## config.mk

```make
export PLATFORM = sky130hd
export DESIGN_NAME = record_filter_paginator_core
export DESIGN_NICKNAME = d
export VERILOG_FILES = /design/src/rtl/core/rfp_pkg.sv /design/src/rtl/core/rfp_front.sv /design/src/rtl/core/rfp_queue.sv /design/src/rtl/core/rfp_back.sv /design/src/rtl/core/record_filter_paginator_core.sv
export SDC_FILE = /design/constraint.sdc
export NUM_CORES = 1
export LEC_CHECK = 0
export ABC_AREA = 1
export BUFFER_PORTS_ARGS = -buffer_cell sky130_fd_sc_hd__buf_4
export CORE_MARGIN = 1
export CORE_UTILIZATION = 40
export CTS_CLUSTER_DIAMETER = 30
export DETAILED_ROUTE_END_ITERATION = 10
export PLACE_DENSITY = 0.54
export REMOVE_ABC_BUFFERS = 1
export SETUP_SLACK_MARGIN = 0.02
export SLEW_MARGIN = 0
export SYNTH_ARGS = -nofsm -noshare
export SYNTH_HDL_FRONTEND = slang
export SYNTH_SLANG_ARGS = --single-unit
```

## constraint.sdc

```tcl
create_clock -name clk_i -period 9.8 [get_ports clk_i]
set_input_delay 1.96 -clock clk_i [delete_from_list [all_inputs] [get_ports clk_i]]
set_output_delay 1.96 -clock clk_i [all_outputs]
set_load 0.03 [all_outputs]
```

## src/rtl/core/rfp_pkg.sv

```systemverilog
// ----------------------------------------------------------------------------
// rfp_pkg
// Shared types and constants of the record filter and paginator.
// ----------------------------------------------------------------------------
package rfp_pkg;

  // configuration port
  localparam int unsigned CfgIdxW  = 8;
  localparam int unsigned CfgDataW = 32;

  localparam logic [CfgIdxW-1:0] REG_AGE_WINDOW     = 8'd0;
  localparam logic [CfgIdxW-1:0] REG_SEX_WANT       = 8'd1;
  localparam logic [CfgIdxW-1:0] REG_MIN_ACTIVE     = 8'd2;
  localparam logic [CfgIdxW-1:0] REG_MIN_PIC        = 8'd3;
  localparam logic [CfgIdxW-1:0] REG_MIN_SINGLE     = 8'd4;
  localparam logic [CfgIdxW-1:0] REG_SEXUALITY_WANT = 8'd5;
  localparam logic [CfgIdxW-1:0] REG_PAGE_OFFSET    = 8'd6;
  localparam logic [CfgIdxW-1:0] REG_ROW_LIMIT      = 8'd7;

  // register reset values
  localparam logic [15:0] AGE_WINDOW_RST     = 16'h3C0E;
  localparam logic [1:0]  SEX_WANT_RST       = 2'd2;
  localparam logic [1:0]  MIN_ACTIVE_RST     = 2'd2;
  localparam logic [1:0]  MIN_PIC_RST        = 2'd1;
  localparam logic        MIN_SINGLE_RST     = 1'b0;
  localparam logic [1:0]  SEXUALITY_WANT_RST = 2'd0;
  localparam logic [31:0] PAGE_OFFSET_RST    = 32'd0;
  localparam logic [15:0] ROW_LIMIT_RST      = 16'd25;

  // wildcard codes
  localparam logic [1:0] SEX_ANY       = 2'd2;
  localparam logic [1:0] SEXUALITY_ANY = 2'd0;

  localparam logic [31:0] COUNT_MAX = 32'hFFFF_FFFF;

  typedef struct packed {
    logic [15:0] age_window;
    logic [1:0]  sex_want;
    logic [1:0]  min_active;
    logic [1:0]  min_pic;
    logic        min_single;
    logic [1:0]  sexuality_want;
    logic [31:0] page_offset;
    logic [15:0] row_limit;
  } cfg_t;

  // one queued word of work: a hit, a summary, or both
  typedef struct packed {
    logic [31:0] user_id;
    logic [31:0] total;
    logic        hit;
    logic        done;
  } entry_t;

  typedef struct packed {
    logic full;
    logic empty;
  } q_status_t;

endpackage

```

## src/rtl/core/rfp_front.sv

```systemverilog
// ----------------------------------------------------------------------------
// rfp_front
// Holds the configuration, tests each record against the predicate and
// updates the match and emit counters; queues one entry per record that
// produces any result.
// ----------------------------------------------------------------------------
module rfp_front #(
  parameter int unsigned STOP_WHEN_FULL = 0
) (
  input  logic                          clk_i,
  input  logic                          rst_ni,
  input  logic                          cfg_valid_i,
  output logic                          cfg_ready_o,
  input  logic [rfp_pkg::CfgIdxW-1:0]   cfg_index_i,
  input  logic [rfp_pkg::CfgDataW-1:0]  cfg_data_i,
  input  logic                          in_valid_i,
  output logic                          in_ready_o,
  input  logic [31:0]                   user_id_i,
  input  logic [7:0]                    age_i,
  input  logic                          sex_code_i,
  input  logic [1:0]                    active_level_i,
  input  logic [1:0]                    pic_level_i,
  input  logic                          single_flag_i,
  input  logic [1:0]                    sexuality_code_i,
  input  logic                          last_record_i,
  input  rfp_pkg::q_status_t            q_status_i,
  output logic                          push_o,
  output rfp_pkg::entry_t               entry_o
);

  rfp_pkg::cfg_t cfg_q, cfg_d;
  logic [31:0]   match_count_q, match_count_d;
  logic [15:0]   emitted_q, emitted_d;
  logic          stopped_q, stopped_d;

  logic          accept;
  logic          pred;
  logic          match;
  logic          hit;
  logic [31:0]   count_upd;
  logic [15:0]   emitted_upd;

  assign cfg_ready_o = 1'b1;
  assign in_ready_o  = !q_status_i.full;
  assign accept      = in_valid_i && in_ready_o;

  // register writes, unknown index ignored
  always_comb begin
    cfg_d = cfg_q;
    if (cfg_valid_i) begin
      case (cfg_index_i)
        rfp_pkg::REG_AGE_WINDOW:     cfg_d.age_window     = cfg_data_i[15:0];
        rfp_pkg::REG_SEX_WANT:       cfg_d.sex_want       = cfg_data_i[1:0];
        rfp_pkg::REG_MIN_ACTIVE:     cfg_d.min_active     = cfg_data_i[1:0];
        rfp_pkg::REG_MIN_PIC:        cfg_d.min_pic        = cfg_data_i[1:0];
        rfp_pkg::REG_MIN_SINGLE:     cfg_d.min_single     = cfg_data_i[0];
        rfp_pkg::REG_SEXUALITY_WANT: cfg_d.sexuality_want = cfg_data_i[1:0];
        rfp_pkg::REG_PAGE_OFFSET:    cfg_d.page_offset    = cfg_data_i;
        rfp_pkg::REG_ROW_LIMIT:      cfg_d.row_limit      = cfg_data_i[15:0];
        default: ;
      endcase
    end
  end

  // record predicate
  always_comb begin
    pred = (age_i >= cfg_q.age_window[7:0]) && (age_i <= cfg_q.age_window[15:8]);
    if (cfg_q.sex_want != rfp_pkg::SEX_ANY && {1'b0, sex_code_i} != cfg_q.sex_want) begin
      pred = 1'b0;
    end
    if (active_level_i < cfg_q.min_active) pred = 1'b0;
    if (pic_level_i < cfg_q.min_pic) pred = 1'b0;
    if (single_flag_i < cfg_q.min_single) pred = 1'b0;
    if (cfg_q.sexuality_want != rfp_pkg::SEXUALITY_ANY &&
        sexuality_code_i != cfg_q.sexuality_want) begin
      pred = 1'b0;
    end
  end

  // counter updates and paging decision
  always_comb begin
    match       = !stopped_q && pred;
    count_upd   = match_count_q;
    if (match && match_count_q != rfp_pkg::COUNT_MAX) begin
      count_upd = match_count_q + 32'd1;
    end
    hit         = match && (count_upd > cfg_q.page_offset) &&
                  (emitted_q < cfg_q.row_limit);
    emitted_upd = hit ? emitted_q + 16'd1 : emitted_q;

    match_count_d = match_count_q;
    emitted_d     = emitted_q;
    stopped_d     = stopped_q;
    if (accept) begin
      if (last_record_i) begin
        match_count_d = '0;
        emitted_d     = '0;
        stopped_d     = 1'b0;
      end else begin
        match_count_d = count_upd;
        emitted_d     = emitted_upd;
        if (STOP_WHEN_FULL != 0 && hit && emitted_upd == cfg_q.row_limit) begin
          stopped_d = 1'b1;
        end
      end
    end
  end

  // queue entry
  assign push_o          = accept && (hit || last_record_i);
  assign entry_o.user_id = user_id_i;
  assign entry_o.total   = count_upd;
  assign entry_o.hit     = hit;
  assign entry_o.done    = last_record_i;

  always_ff @(posedge clk_i or negedge rst_ni) begin
    if (!rst_ni) begin
      cfg_q.age_window     <= rfp_pkg::AGE_WINDOW_RST;
      cfg_q.sex_want       <= rfp_pkg::SEX_WANT_RST;
      cfg_q.min_active     <= rfp_pkg::MIN_ACTIVE_RST;
      cfg_q.min_pic        <= rfp_pkg::MIN_PIC_RST;
      cfg_q.min_single     <= rfp_pkg::MIN_SINGLE_RST;
      cfg_q.sexuality_want <= rfp_pkg::SEXUALITY_WANT_RST;
      cfg_q.page_offset    <= rfp_pkg::PAGE_OFFSET_RST;
      cfg_q.row_limit      <= rfp_pkg::ROW_LIMIT_RST;
      match_count_q        <= '0;
      emitted_q            <= '0;
      stopped_q            <= 1'b0;
    end else begin
      cfg_q         <= cfg_d;
      match_count_q <= match_count_d;
      emitted_q     <= emitted_d;
      stopped_q     <= stopped_d;
    end
  end

endmodule

```

## src/rtl/core/rfp_queue.sv

```systemverilog
// ----------------------------------------------------------------------------
// rfp_queue
// Short first-in first-out queue of work entries between front and back.
// ----------------------------------------------------------------------------
module rfp_queue #(
  parameter int unsigned DEPTH = 4
) (
  input  logic               clk_i,
  input  logic               rst_ni,
  input  logic               push_i,
  input  rfp_pkg::entry_t    entry_i,
  input  logic               pop_i,
  output rfp_pkg::entry_t    head_o,
  output rfp_pkg::q_status_t status_o
);

  localparam int unsigned PtrW = $clog2(DEPTH);
  localparam int unsigned CntW = $clog2(DEPTH + 1);

  rfp_pkg::entry_t   store_q [DEPTH];
  logic [PtrW-1:0]   wr_ptr_q, wr_ptr_d;
  logic [PtrW-1:0]   rd_ptr_q, rd_ptr_d;
  logic [CntW-1:0]   count_q, count_d;
  logic              do_push;
  logic              do_pop;

  assign status_o.full  = (count_q == CntW'(DEPTH));
  assign status_o.empty = (count_q == '0);
  assign do_push        = push_i && !status_o.full;
  assign do_pop         = pop_i && !status_o.empty;
  assign head_o         = store_q[rd_ptr_q];

  // pointer and fill count
  always_comb begin
    wr_ptr_d = wr_ptr_q;
    rd_ptr_d = rd_ptr_q;
    count_d  = count_q;
    if (do_push) begin
      wr_ptr_d = (wr_ptr_q == PtrW'(DEPTH - 1)) ? '0 : wr_ptr_q + 1'b1;
    end
    if (do_pop) begin
      rd_ptr_d = (rd_ptr_q == PtrW'(DEPTH - 1)) ? '0 : rd_ptr_q + 1'b1;
    end
    if (do_push && !do_pop) begin
      count_d = count_q + 1'b1;
    end else if (do_pop && !do_push) begin
      count_d = count_q - 1'b1;
    end
  end

  always_ff @(posedge clk_i or negedge rst_ni) begin
    if (!rst_ni) begin
      wr_ptr_q <= '0;
      rd_ptr_q <= '0;
      count_q  <= '0;
    end else begin
      wr_ptr_q <= wr_ptr_d;
      rd_ptr_q <= rd_ptr_d;
      count_q  <= count_d;
    end
  end

  // entry storage
  always_ff @(posedge clk_i) begin
    if (do_push) begin
      store_q[wr_ptr_q] <= entry_i;
    end
  end

endmodule

```

## src/rtl/core/rfp_back.sv

```systemverilog
// ----------------------------------------------------------------------------
// rfp_back
// Takes queued entries and sends result words one per cycle while the output
// is ready, through an output register: hit word first, then summary word.
// ----------------------------------------------------------------------------
module rfp_back (
  input  logic               clk_i,
  input  logic               rst_ni,
  input  rfp_pkg::q_status_t q_status_i,
  input  rfp_pkg::entry_t    head_i,
  output logic               pop_o,
  output logic               out_valid_o,
  input  logic               out_ready_i,
  output logic [31:0]        hit_id_o,
  output logic [31:0]        total_matches_o,
  output logic               done_res_o
);

  logic        cur_hit_q, cur_hit_d;
  logic        cur_done_q, cur_done_d;
  logic [31:0] cur_id_q;
  logic [31:0] cur_total_q;
  logic        out_valid_q, out_valid_d;
  logic [31:0] hit_id_q;
  logic [31:0] total_q;
  logic        done_q;

  logic        out_free;
  logic        emit;
  logic        hit_left;
  logic        done_left;

  assign out_free = !out_valid_q || out_ready_i;
  assign emit     = out_free && (cur_hit_q || cur_done_q);

  // pending words of the current entry, refill when it drains
  always_comb begin
    hit_left   = cur_hit_q && !emit;
    done_left  = cur_done_q && !(emit && !cur_hit_q);
    pop_o      = !q_status_i.empty && !(hit_left || done_left);
    cur_hit_d  = pop_o ? head_i.hit  : hit_left;
    cur_done_d = pop_o ? head_i.done : done_left;
  end

  // output register
  always_comb begin
    out_valid_d = out_valid_q;
    if (emit) begin
      out_valid_d = 1'b1;
    end else if (out_ready_i) begin
      out_valid_d = 1'b0;
    end
  end

  always_ff @(posedge clk_i or negedge rst_ni) begin
    if (!rst_ni) begin
      cur_hit_q   <= 1'b0;
      cur_done_q  <= 1'b0;
      out_valid_q <= 1'b0;
    end else begin
      cur_hit_q   <= cur_hit_d;
      cur_done_q  <= cur_done_d;
      out_valid_q <= out_valid_d;
    end
  end

  // payload registers
  always_ff @(posedge clk_i) begin
    if (pop_o) begin
      cur_id_q    <= head_i.user_id;
      cur_total_q <= head_i.total;
    end
    if (emit) begin
      hit_id_q <= cur_hit_q ? cur_id_q : 32'd0;
      total_q  <= cur_total_q;
      done_q   <= !cur_hit_q;
    end
  end

  assign out_valid_o     = out_valid_q;
  assign hit_id_o        = hit_id_q;
  assign total_matches_o = total_q;
  assign done_res_o      = done_q;

endmodule

```

## src/rtl/core/record_filter_paginator_core.sv

```systemverilog
// ----------------------------------------------------------------------------
// record_filter_paginator_core
// Streaming profile filter with a saturating match total and page output.
// ----------------------------------------------------------------------------
// Takes one record per cycle. Each record is tested in the cycle it is
// accepted and the counters update at once, so records may follow back to
// back. Results leave one word per cycle, stalled by output ready, from the
// queue via the current-entry registers and an output register; a hit that
// is last of its scan gives a hit word and a summary word. A queue of
// QUEUE_DEPTH entries between the classifier and the output stage absorbs
// those bursts and output stalls; input ready drops only when it is full.
// Configuration writes are taken every cycle and are meant for idle periods.
module record_filter_paginator_core #(
  parameter int unsigned STOP_WHEN_FULL = 0,
  parameter int unsigned QUEUE_DEPTH    = 4
) (
  input  logic                          clk_i,
  input  logic                          rst_ni,
  input  logic                          cfg_valid_i,
  output logic                          cfg_ready_o,
  input  logic [rfp_pkg::CfgIdxW-1:0]   cfg_index_i,
  input  logic [rfp_pkg::CfgDataW-1:0]  cfg_data_i,
  input  logic                          in_valid_i,
  output logic                          in_ready_o,
  input  logic [31:0]                   user_id_i,
  input  logic [7:0]                    age_i,
  input  logic                          sex_code_i,
  input  logic [1:0]                    active_level_i,
  input  logic [1:0]                    pic_level_i,
  input  logic                          single_flag_i,
  input  logic [1:0]                    sexuality_code_i,
  input  logic                          last_record_i,
  output logic                          out_valid_o,
  input  logic                          out_ready_i,
  output logic [31:0]                   hit_id_o,
  output logic [31:0]                   total_matches_o,
  output logic                          done_res_o
);

  rfp_pkg::q_status_t q_status;
  rfp_pkg::entry_t    push_entry;
  rfp_pkg::entry_t    head_entry;
  logic               push;
  logic               pop;

  // classifier and counters
  rfp_front #(
    .STOP_WHEN_FULL (STOP_WHEN_FULL)
  ) u_front (
    .clk_i            (clk_i),
    .rst_ni           (rst_ni),
    .cfg_valid_i      (cfg_valid_i),
    .cfg_ready_o      (cfg_ready_o),
    .cfg_index_i      (cfg_index_i),
    .cfg_data_i       (cfg_data_i),
    .in_valid_i       (in_valid_i),
    .in_ready_o       (in_ready_o),
    .user_id_i        (user_id_i),
    .age_i            (age_i),
    .sex_code_i       (sex_code_i),
    .active_level_i   (active_level_i),
    .pic_level_i      (pic_level_i),
    .single_flag_i    (single_flag_i),
    .sexuality_code_i (sexuality_code_i),
    .last_record_i    (last_record_i),
    .q_status_i       (q_status),
    .push_o           (push),
    .entry_o          (push_entry)
  );

  // work queue
  rfp_queue #(
    .DEPTH (QUEUE_DEPTH)
  ) u_queue (
    .clk_i    (clk_i),
    .rst_ni   (rst_ni),
    .push_i   (push),
    .entry_i  (push_entry),
    .pop_i    (pop),
    .head_o   (head_entry),
    .status_o (q_status)
  );

  // result sequencer
  rfp_back u_back (
    .clk_i           (clk_i),
    .rst_ni          (rst_ni),
    .q_status_i      (q_status),
    .head_i          (head_entry),
    .pop_o           (pop),
    .out_valid_o     (out_valid_o),
    .out_ready_i     (out_ready_i),
    .hit_id_o        (hit_id_o),
    .total_matches_o (total_matches_o),
    .done_res_o      (done_res_o)
  );

endmodule

```

Word level (Yosys, flattened, before mapping) --
Memories as Yosys holds them, arrays and structs flattened. Cells that the tools add are included.
Word-level totals: input port bits 94, latch bits 0, output and inout bits 68, memories kept 1, memory bits (writable) 264, word-level logic and storage cells 113, register bits after elaboration 260, ROM bits 0
Operators by class: add/subtract/negate cells 6, equal/unequal tests 14, multipliers 0, reduce and logical (&&, ||, !) cells 45, shift-type cells 0, order comparisons 7, bitwise gates (word level) 0, divide/modulo/power cells 0, multiplexer cells 19
Memory list:
- u_queue.store_q | words 4, bits a word 66, read ports 1, clocked after Yosys merged registers in 0, wr ports 1, RTL line rfp_queue.sv:20 | rfp_pkg::entry_t store_q [DEPTH];
Operators with widths (number):
- $mux 32 | 2
- $add 32x1->32 const B | 1
- $eq 8x3->1 const B | 4
- $gt 32x32->1 | 1
- $mux 16 | 2
- $ne 32x32->1 const B | 1
- $reduce_and 2->1 | 9
- $logic_and 1x1->1 | 17
- $add 16x1->16 const B | 1
- $eq 8x2->1 const B | 2
- $lt 16x16->1 | 1
- $mux 1 | 11
- $logic_not 1->1 | 9
- $eq 8x1->1 const B | 1
- $ge 8x8->1 | 1
- $le 8x8->1 | 1
- $logic_not 8->1 | 1
- $reduce_bool 2->1 | 4
- $mux 3 | 2
- $add 2x1->2 const B | 2
- $eq 2x2->1 const B | 2
- $logic_or 1x1->1 | 4
- $lt 2x2->1 | 2
- $mux 2 | 2
- 8 further kinds | 8

Longest topological paths before layout --
depth in word-level cells 19, mapped depth 38, depth with buffers taken out 37

Cells and area by module --
From an unflattened synthesis, not the netlist that was laid out.
Unflattened totals: cell total of the unflattened synthesis 2240, area, all modules 23955.5 sq um
By module, submodules not included:
- rfp_queue | instances 1, area each 11049.3 sq um, sequential area each 8102.8 sq um, cells each 832
- rfp_front | instances 1, area each 8597.0 sq um, sequential area each 3044.2 sq um, cells each 1190
- rfp_back | instances 1, area each 4309.1 sq um, sequential area each 3948.8 sq um, cells each 218

Least setup slack after synthesis --
Ideal clock, no wire load.
path kind input-to-reg, from input age_i[7], to memory u_queue.store_q[0][0] (netlist bit), enable pin, data required time 9.310 ns, slack 1.884 ns, arrival time 7.426 ns, cell stages on the path 24, setup time 0.490 ns, buffers on the path 2, cells stage by stage ha_1 a21o_1 nor2_1 nand2_1 nand2_1 nand3_1 a21oi_4 buf_6 o21ai_2 and2_1 ha_1 nand2_1 nor2_1 nand2_1 nand2_1 nand2_1 nand2_1 nand2_1 nand2_1 nand3_1 nand2_2 nand2_1 buf_2 nor2_1
RTL lines:
- from (decl) | RTL line record_filter_paginator_core.sv:26 | input logic [7:0] age_i,
- to (decl) | RTL line rfp_queue.sv:20

==> results.json <==
{
  "via_per_inst": 4.98,
  "synth_most_common_cell": "edfxtp_1",
  "dr.first_iter.drc_count": 872,
  "initial_core_util_pct": 40.7,
  "htree_levels": 3,
  "drt_wl_total_mm": 52.2,
  "vias": 15300,
  "r2r-start": "u_front.cfg_q[54]$_DFFE_PN1P_",
  "clk_path_buf_depth": 3,
  "core.rowCount": 86,
  "worstSkewPairLatency_ns": 0.64,
  "cts_made_buffers": 110,
  "cp-end-kind": "flop",
  "slew_headroom_pct": 29.8,
  "place_congestion": 0.905,
  "hold_viol": 0,
  "layout_worst_path_cycle_share_pct": 74.5,
  "critical_path.startpoint_type": "input pin",
  "seq_area_frac_synth_pct": 66.9,
  "yosys_warnings": 0,
  "regToRegSetupSlack_ns": 3.38,
  "diodes": 0,
  "reg2reg_depth": 27,
  "grt_pass1_vias": 15000,
  "tritoncts": "built",
  "synthTopCellsByArea": "edfxtp_1, dfrtp_1, nand2_1",
  "fin_total_pwr_mw": 8.96,
  "grtUsageTotal_pct": 18.5,
  "synth_area_mm2": 0.0226,
  "timing.rr.end": "u_queue.count_q[1]$_DFFE_PN0P_",
  "io_buffer_count": 160,
  "ys_types": 47,
  "cts_setup_buffers": 0,
  "status": "finished clean",
  "synth_top_area_cell": "edfxtp_1",
  "ctsHoldBuffers": 0,
  "die_area_mm2": 0.0574,
  "layout-drive-gt1-share_pct": 17.9,
  "synth_top_cells_by_count": "edfxtp_1, nand2_1, o21ai_0",
  "arrival_ns": 7.81,
  "drc_errors": 0,
  "clk_pin_slew_ns": 0.05,
  "antenna_found_initial": 0,
  "fmax_ghz": 0.137,
  "rsz0062_at_grt": "false",
  "fin_nets": 2388,
  "drv_cap": 0,
  "netlist_instances": 2013,
  "setup_viol": 0,
  "synth.top_cell.area_share_pct": 52.3,
  "dp_cells": 2856,
  "coreArea_mm2": 0.0554,
  "period_minus_slack_ns": 7.30,
  "hold_class": "reg2reg",
  "synth-seq-cells": 524,
  "synth-edff-count": 393,
  "cts_resized": 0,
  "fin_util_pct": 51.5,
  "grt_max_degree": 98,
  "synth_ff_type": "edfxtp_1",
  "cts-root-buf": "clkbuf_16",
  "cp_max_fo": 30,
  "synthArstFlopShare_pct": 25.0,
  "overflow": 0,
  "whs_endpoint": "u_back.total_matches_o[4]$_DFFE_PP_",
  "post_drt_wl_per_cell_um": 17.0,
  "skew_ns": 0.0196,
  "dp_hpwl_mm": 31.4,
  "fp.dieW_um": 239,
  "required_ns": 10.30,
  "tightest_slew_ns": 1.05,
  "p_leak_nw": 11.5,
  "drv_slew": 0,
  "areaGrowthSynthToFinish_pct": 26.5,
  "detail-route-antenna-nets": 0,
  "hold_depth": 0,
  "powerDensity_mw_per_mm2": 314,
  "setup_tns_ns": 0,
  "cts.sinks": 524,
  "peakVddDrop_v": 0.000223,
  "grt_pass1_wl_mm": 81.7,
  "num_io_pins": 162,
  "dr.pass1.iters": 4,
  "instances_no_fill": 3064,
  "critPathKind": "in2reg",
  "die_h_um": 239,
  "syn_area_per_cell_um2": 11.2,
  "hold_start": "u_back.cur_total_q[4]$_DFFE_PP_"
}
power breakdown:
| group | leakage [nW] | internal, mW | total (mW) | switching (mW) |
|---|---|---|---|---|
| clock network | 1.92 | 2.73 | 3.91 | 1.18 |
| registers | 5.36 | 3.05 | 3.23 | 0.171 |
| logic | 4.22 | 0.533 | 1.82 | 1.29 |
worst max path at each step:
stage	to	cells after the start	start	slack, ns
after floorplan	u_queue.store_q[3][0]$_DFFE_PP_	20	age_i[7]	1.0
after global placement	u_queue.count_q[1]$_DFFE_PN0P_	27	pic_level_i[1]	1.95
after detailed placement	u_queue.count_q[1]$_DFFE_PN0P_	25	pic_level_i[1]	1.86
after CTS	u_queue.count_q[1]$_DFFE_PN0P_	25	pic_level_i[1]	2.50
after global routing	u_queue.count_q[2]$_DFFE_PN0P_	28	pic_level_i[1]	1.95
final	u_queue.count_q[1]$_DFFE_PN0P_	27	pic_level_i[1]	2.50
per-stage QoR:
stage	area [µm²]	hold WS [ns]	setup slack, ns
3_5_place_dp	24500	0.405	1.86
3_3_place_gp	24500	0.402	1.95
4_1_cts	28500	0.416	2.50
2_1_floorplan	22200	0.400	1.00
6_report	28500	0.415	2.50
5_1_grt	28500	0.419	1.95
area by class of cell:
class,instances,area [µm²]
tap,748,936
timing repair buffer,176,1360
clock buffer,129,2880
clock inverter,79,1110
sequential,524,15100
inverter,219,830
multi-input combinational,1189,6320
fill,4819,26900
metal layers:
metal / up-vias / share of wire (%) / global-route usage [%]
li1: 7395 / - / -
met1: 7408 / 44 / 23.6
met2: 353 / 49 / 31.1
met3: 96 / 4.4 / 3.25
met4: 0 / 2.4 / 7.26
met5: - / 0 / 0
flip-flops by register name, indices dropped and copies added (netlist names):
| register | flops |
|---|---|
| u_front.match_count_q | 32 |
| u_back.cur_done_q | 1 |
| u_back.done_res_o | 1 |
| u_back.out_valid_o | 1 |
| u_back.cur_total_q | 32 |
| u_back.cur_id_q | 32 |
| u_front.cfg_q | 73 |
| u_queue.count_q | 3 |
| u_back.cur_hit_q | 1 |
| u_back.total_matches_o | 32 |
| u_queue.rd_ptr_q | 2 |
| u_back.hit_id_o | 32 |
| u_queue.wr_ptr_q | 2 |
| u_queue.store_q | 264 |
| u_front.emitted_q | 16 |
kinds of logic (layout without fill, tap and decap cells):
kind of cell             after synthesis  in the layout  share of synthesized area (%)
other                                  1              1                         0.0166
multiplexers                           1              1                         0.0499
AO/OA/AOI/OAI                        393            393                           9.57
buffers and inverters                300            603                           5.33
flip-flops                           524            524                           66.9
AND/OR/NAND/NOR                      690            690                           12.8
adder cells (fa/ha/maj)               74             74                           4.14
XOR/XNOR                              30             30                           1.16
layout by cell type, fill, tap and decap left out, drive strengths merged, types with 10 or more instances in the layout:
cell type	instances
dfrtp	118
ha	73
o21a	25
clkinv	42
buf	176
o22ai	65
inv	220
and2	10
nand2	333
xor2	27
dfstp	13
nor2	220
bufinv	24
nor3	36
edfxtp	393
clkinvlp	12
o21ai	239
a21oi	55
nand4	11
clkbuf	129
nand3	72
worst max-delay path, cell delays in order:
cell and delay, ns:
buf_4 0.11, ha_1 0.26, o21ai_0 0.07, nand2_1 0.06
nand3_1 0.09, nor2_1 0.23, nand3_1 0.28, a21oi_4 0.65
buf_4 0.45, nand2_1 0.12, and2_1 0.22, ha_1 0.30
nand2_1 0.08, inv_1 0.06, nand4_1 0.09, nor2_1 0.26
nand2_1 0.09, nand2_1 0.06, nor2_1 0.04, nand3_1 0.14
nand2_2 0.22, nand2_1 0.82, inv_1 0.11, ha_1 0.22
inv_1 0.10, fa_1 0.41, mux2_2 0.27
No activity file was read; power rests on OpenSTA's default activity.
